===== src/design/uol_pkg.sv =====
`timescale 1ns / 1ps
package uol_pkg;
    localparam int unsigned CAPACITY_DEF   = 16;
    localparam int unsigned DATA_WIDTH_DEF = 32;
    localparam int unsigned CMD_W    = 3;
    localparam int unsigned STATUS_W = 3;
    localparam int unsigned POS_W    = 5;
    localparam int unsigned VALUE_W  = 32;

    typedef enum logic [CMD_W-1:0] {
        CMD_APPEND  = 3'd0,
        CMD_INSERT  = 3'd1,
        CMD_PUSH    = 3'd2,
        CMD_REMVAL  = 3'd3,
        CMD_REMPOS  = 3'd4,
        CMD_POP     = 3'd5,
        CMD_READ    = 3'd6,
        CMD_HAS     = 3'd7
    } cmd_t;

    typedef enum logic [STATUS_W-1:0] {
        ST_OK      = 3'd0,
        ST_DUP     = 3'd1,
        ST_BADPOS  = 3'd2,
        ST_FULL    = 3'd3,
        ST_MISSING = 3'd4
    } status_t;

    // datapath -> controller, cycle after the compare
    typedef struct packed {
        logic hit;
    } dp_status_t;
endpackage


===== src/design/unique_ordered_list.sv =====
`timescale 1ns / 1ps
// unique_ordered_list: ordered list of distinct values, CAPACITY entries.
//
// Command channel: present command/value/position with start high; the
// item is taken on the edge where start is high and busy is low.
// Result channel: done pulses for one cycle with status, data_out, count
// and full_res. The receiver cannot stall; every item gives one result.
//
// Timing: on acceptance every cell compares the broadcast value into a
// registered hit vector; in the EXEC state the controller decides and the
// row of cells shifts in one step. done is high in the cycle after that;
// busy is high for one cycle, in EXEC, so no new item is taken until the
// last one has been decided.
//
// Reset (rst_n, async, low) clears the count and the controller. Cells
// are not cleared: only entries below the count are ever read.
// data_out is zero for every command that fails or returns nothing.
module unique_ordered_list #(
    parameter int unsigned CAPACITY   = uol_pkg::CAPACITY_DEF,
    parameter int unsigned DATA_WIDTH = uol_pkg::DATA_WIDTH_DEF
) (
    input  logic                         clk,
    input  logic                         rst_n,
    input  logic                         start,
    output logic                         busy,
    input  logic [uol_pkg::CMD_W-1:0]    command,
    input  logic [uol_pkg::VALUE_W-1:0]  value,
    input  logic [uol_pkg::POS_W-1:0]    position,
    output logic                         done,
    output logic [uol_pkg::STATUS_W-1:0] status,
    output logic [uol_pkg::VALUE_W-1:0]  data_out,
    output logic [uol_pkg::POS_W-1:0]    count,
    output logic                         full_res
);
    localparam int unsigned IDX_W = $clog2(CAPACITY);
    localparam int unsigned CNT_W = $clog2(CAPACITY + 1);

    uol_pkg::dp_status_t   stat;
    logic                  load;
    logic [CNT_W-1:0]      cnt;
    logic                  do_ins;
    logic                  do_rem;
    logic [IDX_W-1:0]      op_pos;
    logic                  pos_from_hit;
    logic [IDX_W-1:0]      rd_pos;
    logic [DATA_WIDTH-1:0] rd_data;
    logic [DATA_WIDTH-1:0] val_q;
    logic [DATA_WIDTH-1:0] value_in;

    // value taken modulo 2^DATA_WIDTH
    assign value_in = DATA_WIDTH'(value);

    uol_ctrl #(.CAPACITY(CAPACITY), .DATA_WIDTH(DATA_WIDTH)) u_ctrl (
        .clk(clk), .rst_n(rst_n), .start(start), .command(command),
        .position(position), .stat(stat), .rd_data(rd_data), .val_q(val_q),
        .busy(busy), .load(load), .count_q(cnt), .do_ins(do_ins),
        .do_rem(do_rem), .op_pos(op_pos), .pos_from_hit(pos_from_hit),
        .rd_pos(rd_pos), .done(done), .status(status), .data_out(data_out),
        .count(count), .full_res(full_res)
    );

    uol_datapath #(.CAPACITY(CAPACITY), .DATA_WIDTH(DATA_WIDTH)) u_dp (
        .clk(clk), .rst_n(rst_n), .load(load), .value(value_in), .count(cnt),
        .do_ins(do_ins), .do_rem(do_rem), .op_pos(op_pos),
        .pos_from_hit(pos_from_hit), .rd_pos(rd_pos), .stat(stat),
        .rd_data(rd_data), .val_q(val_q)
    );
endmodule


===== src/design/uol_datapath.sv =====
`timescale 1ns / 1ps
// Row of cells: compare broadcast value, then shift / write in one step.
module uol_datapath #(
    parameter int unsigned CAPACITY   = uol_pkg::CAPACITY_DEF,
    parameter int unsigned DATA_WIDTH = uol_pkg::DATA_WIDTH_DEF,
    parameter int unsigned IDX_W      = $clog2(CAPACITY),
    parameter int unsigned CNT_W      = $clog2(CAPACITY + 1)
) (
    input  logic                  clk,
    input  logic                  rst_n,
    input  logic                  load,
    input  logic [DATA_WIDTH-1:0] value,
    input  logic [CNT_W-1:0]      count,
    input  logic                  do_ins,
    input  logic                  do_rem,
    input  logic [IDX_W-1:0]      op_pos,
    input  logic                  pos_from_hit,
    input  logic [IDX_W-1:0]      rd_pos,
    output uol_pkg::dp_status_t   stat,
    output logic [DATA_WIDTH-1:0] rd_data,
    output logic [DATA_WIDTH-1:0] val_q
);
    logic [DATA_WIDTH-1:0] cell_reg [CAPACITY];
    logic [DATA_WIDTH-1:0] val_reg;
    logic [CAPACITY-1:0]   match_reg, match_next;
    logic [IDX_W-1:0]      hit_idx;
    logic [IDX_W-1:0]      eff_pos;

    always_comb
    begin
        for (int i = 0; i < CAPACITY; i++)
        begin
            match_next[i] = (cell_reg[i] == value) && (CNT_W'(i) < count);
        end
    end

    always_comb
    begin
        hit_idx = '0;
        for (int i = CAPACITY - 1; i >= 0; i--)
        begin
            if (match_reg[i])
                hit_idx = IDX_W'(i);
        end
    end

    assign eff_pos    = pos_from_hit ? hit_idx : op_pos;
    assign stat.hit   = |match_reg;
    assign rd_data    = cell_reg[rd_pos];
    assign val_q      = val_reg;

    always_ff @(posedge clk or negedge rst_n)
    begin
        if (!rst_n)
            match_reg <= '0;
        else if (load)
            match_reg <= match_next;
    end

    always_ff @(posedge clk)
    begin
        if (load)
            val_reg <= value;
        for (int i = 0; i < CAPACITY; i++)
        begin
            if (do_ins)
            begin
                if (IDX_W'(i) == eff_pos)
                    cell_reg[i] <= val_reg;
                else if (IDX_W'(i) > eff_pos && i > 0)
                    cell_reg[i] <= cell_reg[(i > 0) ? i - 1 : 0];
            end
            else if (do_rem)
            begin
                if (IDX_W'(i) >= eff_pos && i < CAPACITY - 1)
                    cell_reg[i] <= cell_reg[(i < CAPACITY - 1) ? i + 1 : i];
            end
        end
    end
endmodule


===== src/design/uol_ctrl.sv =====
`timescale 1ns / 1ps
// Two-state sequencer: compare, then decide / update / report.
module uol_ctrl #(
    parameter int unsigned CAPACITY   = uol_pkg::CAPACITY_DEF,
    parameter int unsigned DATA_WIDTH = uol_pkg::DATA_WIDTH_DEF,
    parameter int unsigned IDX_W      = $clog2(CAPACITY),
    parameter int unsigned CNT_W      = $clog2(CAPACITY + 1)
) (
    input  logic                        clk,
    input  logic                        rst_n,
    input  logic                        start,
    input  logic [uol_pkg::CMD_W-1:0]   command,
    input  logic [uol_pkg::POS_W-1:0]   position,
    input  uol_pkg::dp_status_t         stat,
    input  logic [DATA_WIDTH-1:0]       rd_data,
    input  logic [DATA_WIDTH-1:0]       val_q,
    output logic                        busy,
    output logic                        load,
    output logic [CNT_W-1:0]            count_q,
    output logic                        do_ins,
    output logic                        do_rem,
    output logic [IDX_W-1:0]            op_pos,
    output logic                        pos_from_hit,
    output logic [IDX_W-1:0]            rd_pos,
    output logic                        done,
    output logic [uol_pkg::STATUS_W-1:0] status,
    output logic [uol_pkg::VALUE_W-1:0] data_out,
    output logic [uol_pkg::POS_W-1:0]   count,
    output logic                        full_res
);
    typedef enum logic [1:0] { S_IDLE = 2'b01, S_EXEC = 2'b10 } state_t;

    state_t                         state_reg, state_next;
    uol_pkg::cmd_t                  cmd_reg;
    logic [uol_pkg::POS_W-1:0]      pos_reg;
    logic [CNT_W-1:0]               cnt_reg, cnt_next;
    logic                           done_reg;
    logic [uol_pkg::STATUS_W-1:0]   st_reg, st_next;
    logic [uol_pkg::VALUE_W-1:0]    dat_reg, dat_next;
    logic [uol_pkg::POS_W-1:0]      pos_ext_cnt;
    logic                           exec;
    logic                           is_full;
    logic                           empty;
    logic                           pos_lt;
    logic                           pos_le;

    assign exec     = (state_reg == S_EXEC);
    assign busy     = exec;
    assign load     = start && !busy;
    assign count_q  = cnt_reg;
    assign is_full  = (cnt_reg == CNT_W'(CAPACITY));
    assign empty    = (cnt_reg == '0);
    assign pos_lt   = (32'(pos_reg) < 32'(cnt_reg));
    assign pos_le   = (32'(pos_reg) <= 32'(cnt_reg));
    assign pos_ext_cnt = uol_pkg::POS_W'(cnt_reg);

    always_comb
    begin
        state_next   = state_reg;
        cnt_next     = cnt_reg;
        st_next      = uol_pkg::ST_OK;
        dat_next     = '0;
        do_ins       = 1'b0;
        do_rem       = 1'b0;
        op_pos       = pos_reg[IDX_W-1:0];
        pos_from_hit = 1'b0;
        rd_pos       = pos_reg[IDX_W-1:0];
        unique case (state_reg)
            S_IDLE:
            begin
                if (load)
                    state_next = S_EXEC;
            end
            S_EXEC:
            begin
                state_next = S_IDLE;
                unique case (cmd_reg)
                    uol_pkg::CMD_APPEND, uol_pkg::CMD_INSERT, uol_pkg::CMD_PUSH:
                    begin
                        if (cmd_reg == uol_pkg::CMD_APPEND)
                            op_pos = IDX_W'(cnt_reg);
                        else if (cmd_reg == uol_pkg::CMD_PUSH)
                            op_pos = '0;
                        if (cmd_reg == uol_pkg::CMD_INSERT && !pos_le)
                            st_next = uol_pkg::ST_BADPOS;
                        else if (stat.hit)
                            st_next = uol_pkg::ST_DUP;
                        else if (is_full)
                            st_next = uol_pkg::ST_FULL;
                        else
                        begin
                            do_ins   = 1'b1;
                            cnt_next = cnt_reg + 1'b1;
                        end
                    end
                    uol_pkg::CMD_REMVAL:
                    begin
                        pos_from_hit = 1'b1;
                        if (stat.hit)
                        begin
                            do_rem   = 1'b1;
                            cnt_next = cnt_reg - 1'b1;
                            dat_next = uol_pkg::VALUE_W'(val_q);
                        end
                        else
                            st_next = uol_pkg::ST_MISSING;
                    end
                    uol_pkg::CMD_REMPOS, uol_pkg::CMD_POP:
                    begin
                        if (cmd_reg == uol_pkg::CMD_POP)
                        begin
                            op_pos = IDX_W'(cnt_reg - 1'b1);
                            rd_pos = IDX_W'(cnt_reg - 1'b1);
                        end
                        if (empty)
                            st_next = uol_pkg::ST_MISSING;
                        else if (cmd_reg == uol_pkg::CMD_REMPOS && !pos_lt)
                            st_next = uol_pkg::ST_BADPOS;
                        else
                        begin
                            do_rem   = 1'b1;
                            cnt_next = cnt_reg - 1'b1;
                            dat_next = uol_pkg::VALUE_W'(rd_data);
                        end
                    end
                    uol_pkg::CMD_READ:
                    begin
                        if (!pos_lt)
                            st_next = uol_pkg::ST_BADPOS;
                        else
                            dat_next = uol_pkg::VALUE_W'(rd_data);
                    end
                    uol_pkg::CMD_HAS:
                    begin
                        if (!stat.hit)
                            st_next = uol_pkg::ST_MISSING;
                    end
                    default: ;
                endcase
            end
            default: state_next = S_IDLE;
        endcase
    end

    always_ff @(posedge clk or negedge rst_n)
    begin
        if (!rst_n)
        begin
            state_reg <= S_IDLE;
            cnt_reg   <= '0;
            done_reg  <= 1'b0;
        end
        else
        begin
            state_reg <= state_next;
            cnt_reg   <= cnt_next;
            done_reg  <= exec;
        end
    end

    always_ff @(posedge clk)
    begin
        if (load)
        begin
            cmd_reg <= uol_pkg::cmd_t'(command);
            pos_reg <= position;
        end
        if (exec)
        begin
            st_reg  <= st_next;
            dat_reg <= dat_next;
        end
    end

    assign done     = done_reg;
    assign status   = st_reg;
    assign data_out = dat_reg;
    assign count    = uol_pkg::POS_W'(cnt_reg);
    assign full_res = (cnt_reg == CNT_W'(CAPACITY));

    a_cnt_max: assert property (@(posedge clk) disable iff (!rst_n)
        cnt_reg <= CNT_W'(CAPACITY)) else $error("count above capacity");
    a_one_op: assert property (@(posedge clk) disable iff (!rst_n)
        !(do_ins && do_rem)) else $error("insert and remove together");
    a_done: assert property (@(posedge clk) disable iff (!rst_n)
        exec |=> done_reg) else $error("result missing");
    a_cnt_step: assert property (@(posedge clk) disable iff (!rst_n)
        !exec |=> $stable(cnt_reg)) else $error("count moved while idle");
    a_count_port: assert property (@(posedge clk) disable iff (!rst_n)
        pos_ext_cnt == count) else $error("count port mismatch");
endmodule


===== config.mk =====
export PLATFORM = sky130hd
export DESIGN_NAME = unique_ordered_list
export DESIGN_NICKNAME = d
export VERILOG_FILES = /design/src/design/uol_pkg.sv /design/src/design/unique_ordered_list.sv /design/src/design/uol_datapath.sv /design/src/design/uol_ctrl.sv
export SDC_FILE = /design/constraint.sdc
export NUM_CORES = 2
export LEC_CHECK = 0
export ABC_AREA = 1
export BUFFER_PORTS_ARGS = -buffer_cell sky130_fd_sc_hd__clkbuf_2
export CAP_MARGIN = 10
export CORE_UTILIZATION = 50
export DETAILED_ROUTE_END_ITERATION = 7
export PLACE_DENSITY = 0.66
export SYNTH_ARGS = -nofsm -noshare
export SYNTH_HDL_FRONTEND = slang
export SYNTH_SLANG_ARGS = --single-unit
export TNS_END_PERCENT = 50

===== constraint.sdc =====
create_clock -name clk -period 7.1 [get_ports clk]
set_clock_uncertainty 0.2 [all_clocks]
set_input_delay 1.065 -clock clk [delete_from_list [all_inputs] [get_ports clk]]
set_output_delay 1.065 -clock clk [all_outputs]
set_load 0.01 [all_outputs]

==> metrics.yaml <==
period_needed_ns: 5.32
syn_area_per_cell_um2: 7.62
start_kind: "register"
max_stage_delay_ns: 0.68
max-vdd-ir-drop_mv: 0.182
met2_length_mm: 84.0
reg2reg_to: "u_dp.cell_reg[5][10]"
max_freq_mhz: 188
io_buffers: 85
cts_setup_buffers: 0
fin_util_pct: 54.8
drive_gt1_share_pct: 7.56
start_util_pct: 50.7
hold_start: "u_ctrl.state_reg[1]"
routedWlPerCell_um: 31.2
crit_chain: "inv_1, ha_1, nand2_1, nor3_1, nor2_1, nand4_1, inv_2, nand2_2, inv_2, nand2_2, inv_2, nand2_2, nand2_1, nand3_1, nand2_1"
io_pins: 86
syn_inst: 5587
drv_slew: 0
cts_buffers: 76
synth_edf_count: 587
dr.pass1.iters: 8
tightest_slew_ns: 1.42
stdcell_count: 6636
rsz0062_at_grt: "false"
fill_cells: 8162
vias_per_cell: 6.66
setup_viol: 0
wl_met3_mm: 31.3
htreeDepth: 3
gp_congestion: 1.04
cap_viol_max_count: 0
clk_pin_slew_ns: 0.06
place_ws_ns: 1.93
clock_path_buffers: 3
p_leak_nw: 19.1
drtIter0Drc: 7453
final_antenna_net_count: 0
dpl.hpwl_mm: 146
hold_end: "u_ctrl.state_reg[1]"
worst-path-max-fanout: 35
rrSetupSlack_ns: 1.78
ys_seq_elements: 611
hold_buffers: 0
outcome: "complete, but fails checks"
gr-usage-all-layers_pct: 47.2
async_flop_share_pct: 3.93
core_um2: 84000
timing.rr.start: "u_ctrl.count[0]"
violations: "DRC"
drt-met1-wl_mm: 71.8
synthFlopType: "edfxtp_1"
relSlewSlack_pct: 4.22
ys_types: 54
min_path_cells: 1
critPathKind: "register to register"
clock_latency_ns: 0.66
row_count: 106
ys_seq_area_share_pct: 42.8
endpoint_kind: "register"
drt_wl_total_mm: 207
r2r_cells: 15
dp.cells: 6481
yosys_warnings: 0
syn_area_um2: 42500
ys_top_cells_by_area: "edfxtp_1 (41%), nand2_1 (12%), nand3_1 (7.0%)"
cts_tree: "yes"
cts_resized: 0
clk_root_buffer_cell: "clkbuf_16"
drc_errors: 11
die-area_um2: 86300
top_layer: "met5"
cts.sinks: 611
hold_violations: 0
yosys.area.top_type_share_pct: 41.4
vias: 44200
grt_max_degree: 150
power_density_nw_per_um2: 226
die_w_um: 294
syn_to_final_growth_pct: 8.20
largest_reg_flops: 512
yosysTopAreaCell: "edfxtp_1"
nets: 5476
antenna_found_initial: 21
min_period_over_period_pct: 74.9
hp-class: "register to register"
finalPower_w: 0.0104
required_ns: 7.30
grt_overflow_total: 0
grt_pass1_vias: 40400
cp_slowest_cell: "nand2_2"
grt_pass1_wl_mm: 292
synth_fp_nets: 5638
arrival_ns: 5.51
fin_ws_ns: 1.78
die_y_um: 294
fin_setup_tns_ns: 0
==> cells in the final DEF, fill, tap and decap left out, types with 20 or more instances in the layout <==
master / count
nand3_1: 594
clkbuf_2: 85
a21oi_1: 231
nand2_2: 25
o21ai_1: 75
clkinv_2: 20
o211ai_1: 180
buf_4: 99
inv_1: 528
xor2_1: 236
nor3_1: 27
nand2_1: 1336
nor4_1: 68
nor2_1: 278
o22ai_1: 92
nand4_1: 82
edfxtp_1: 587
clkbuf_16: 79
dfrtp_1: 23
xnor2_1: 79
o21ai_0: 558
==> cell usage after synthesis (5+ instances only) <==
master	count
o21ai_0	558
o21a_1	10
buf_2	132
buf_4	20
nor2_2	5
edfxtp_1	587
nand4_1	82
o2111ai_1	13
a221oi_1	5
nor3_1	27
nand3_2	5
clkbuf_1	214
nor2_1	284
nand2_2	16
nor4_1	68
or4_1	6
o211ai_1	180
or2_2	19
inv_2	16
nand2_1	1345
ha_1	8
o41ai_1	6
dfrtp_1	23
xnor2_1	79
a21oi_1	238
nand3_1	595
a2111oi_0	11
inv_1	534
o22ai_1	92
o21ai_1	75
buf_1	60
xor2_1	236
==> critical path, delay by kind of cell (launching register included) <==
kind | cells | cell delay, ns
fa+ha+maj | 1 | 0.20
buf+inv | 4 | 0.88
flops | 1 | 0.53
simple gates | 10 | 3.21
==> power by group <==
group	internal [W]	leakage [nW]	switching [W]
Combinational	0.000526	12.2	0.00159
Clock	0.00224	1.20	0.00174
Sequential	0.00412	5.66	0.000186
Total	0.00689	19.1	0.00351
==> how the worst max path moves through the flow <==
stage,from,end,slack [ns],depth (start not counted)
final,u_ctrl.count[0],u_dp.cell_reg[5][10],1.78,15
after global routing,u_ctrl.count[2],u_dp.cell_reg[5][0],1.48,20
after CTS,u_ctrl.count[2],u_dp.cell_reg[5][9],1.91,20
after detailed placement,u_ctrl.count[2],u_dp.cell_reg[5][0],1.93,20
after global placement,u_ctrl.count[2],u_dp.cell_reg[5][0],1.94,20
after floorplan,u_ctrl.count[2],u_dp.cell_reg[2][0],0.52,15
==> layer usage <==
layer	global-route usage, %	vias up
met5	2.72	-
met4	37.3	8
met3	15.2	911
met2	67.0	3854
met1	58.7	20700
li1	-	18700
==> layout make-up <==
class	instances	area (µm²)	area share, %
tap	1134	1420	3.08
timing repair buffer	189	1270	2.76
inverter	556	2100	4.57
clock buffer	96	2060	4.48
sequential	611	18200	39.6
clock inverter	46	375	0.815
multi-input combinational	3991	20500	44.6
antenna	13	32.5	0.0707
==> cell families (layout without fill, tap and decap cells) <==
family | after synthesis | after routing | synth area share, %
fa+ha+maj | 8 | 8 | 0.235
other cells | 0 | 13 | 0
flops | 611 | 611 | 42.8
simple gates | 2467 | 2467 | 25.2
compound gates | 1201 | 1201 | 15.9
xor+xnor | 315 | 315 | 6.48
buf+inv | 985 | 887 | 9.32
==> stage by stage <==
stage          hold slack, ns  instance area, µm²
5_1_grt                 0.279               46000
3_3_place_gp            0.234               43600
2_1_floorplan           0.221               42500
3_5_place_dp            0.250               43600
6_report                0.266               46000
4_1_cts                 0.258               46000
Note: power is estimated with default switching activity, not from simulation.
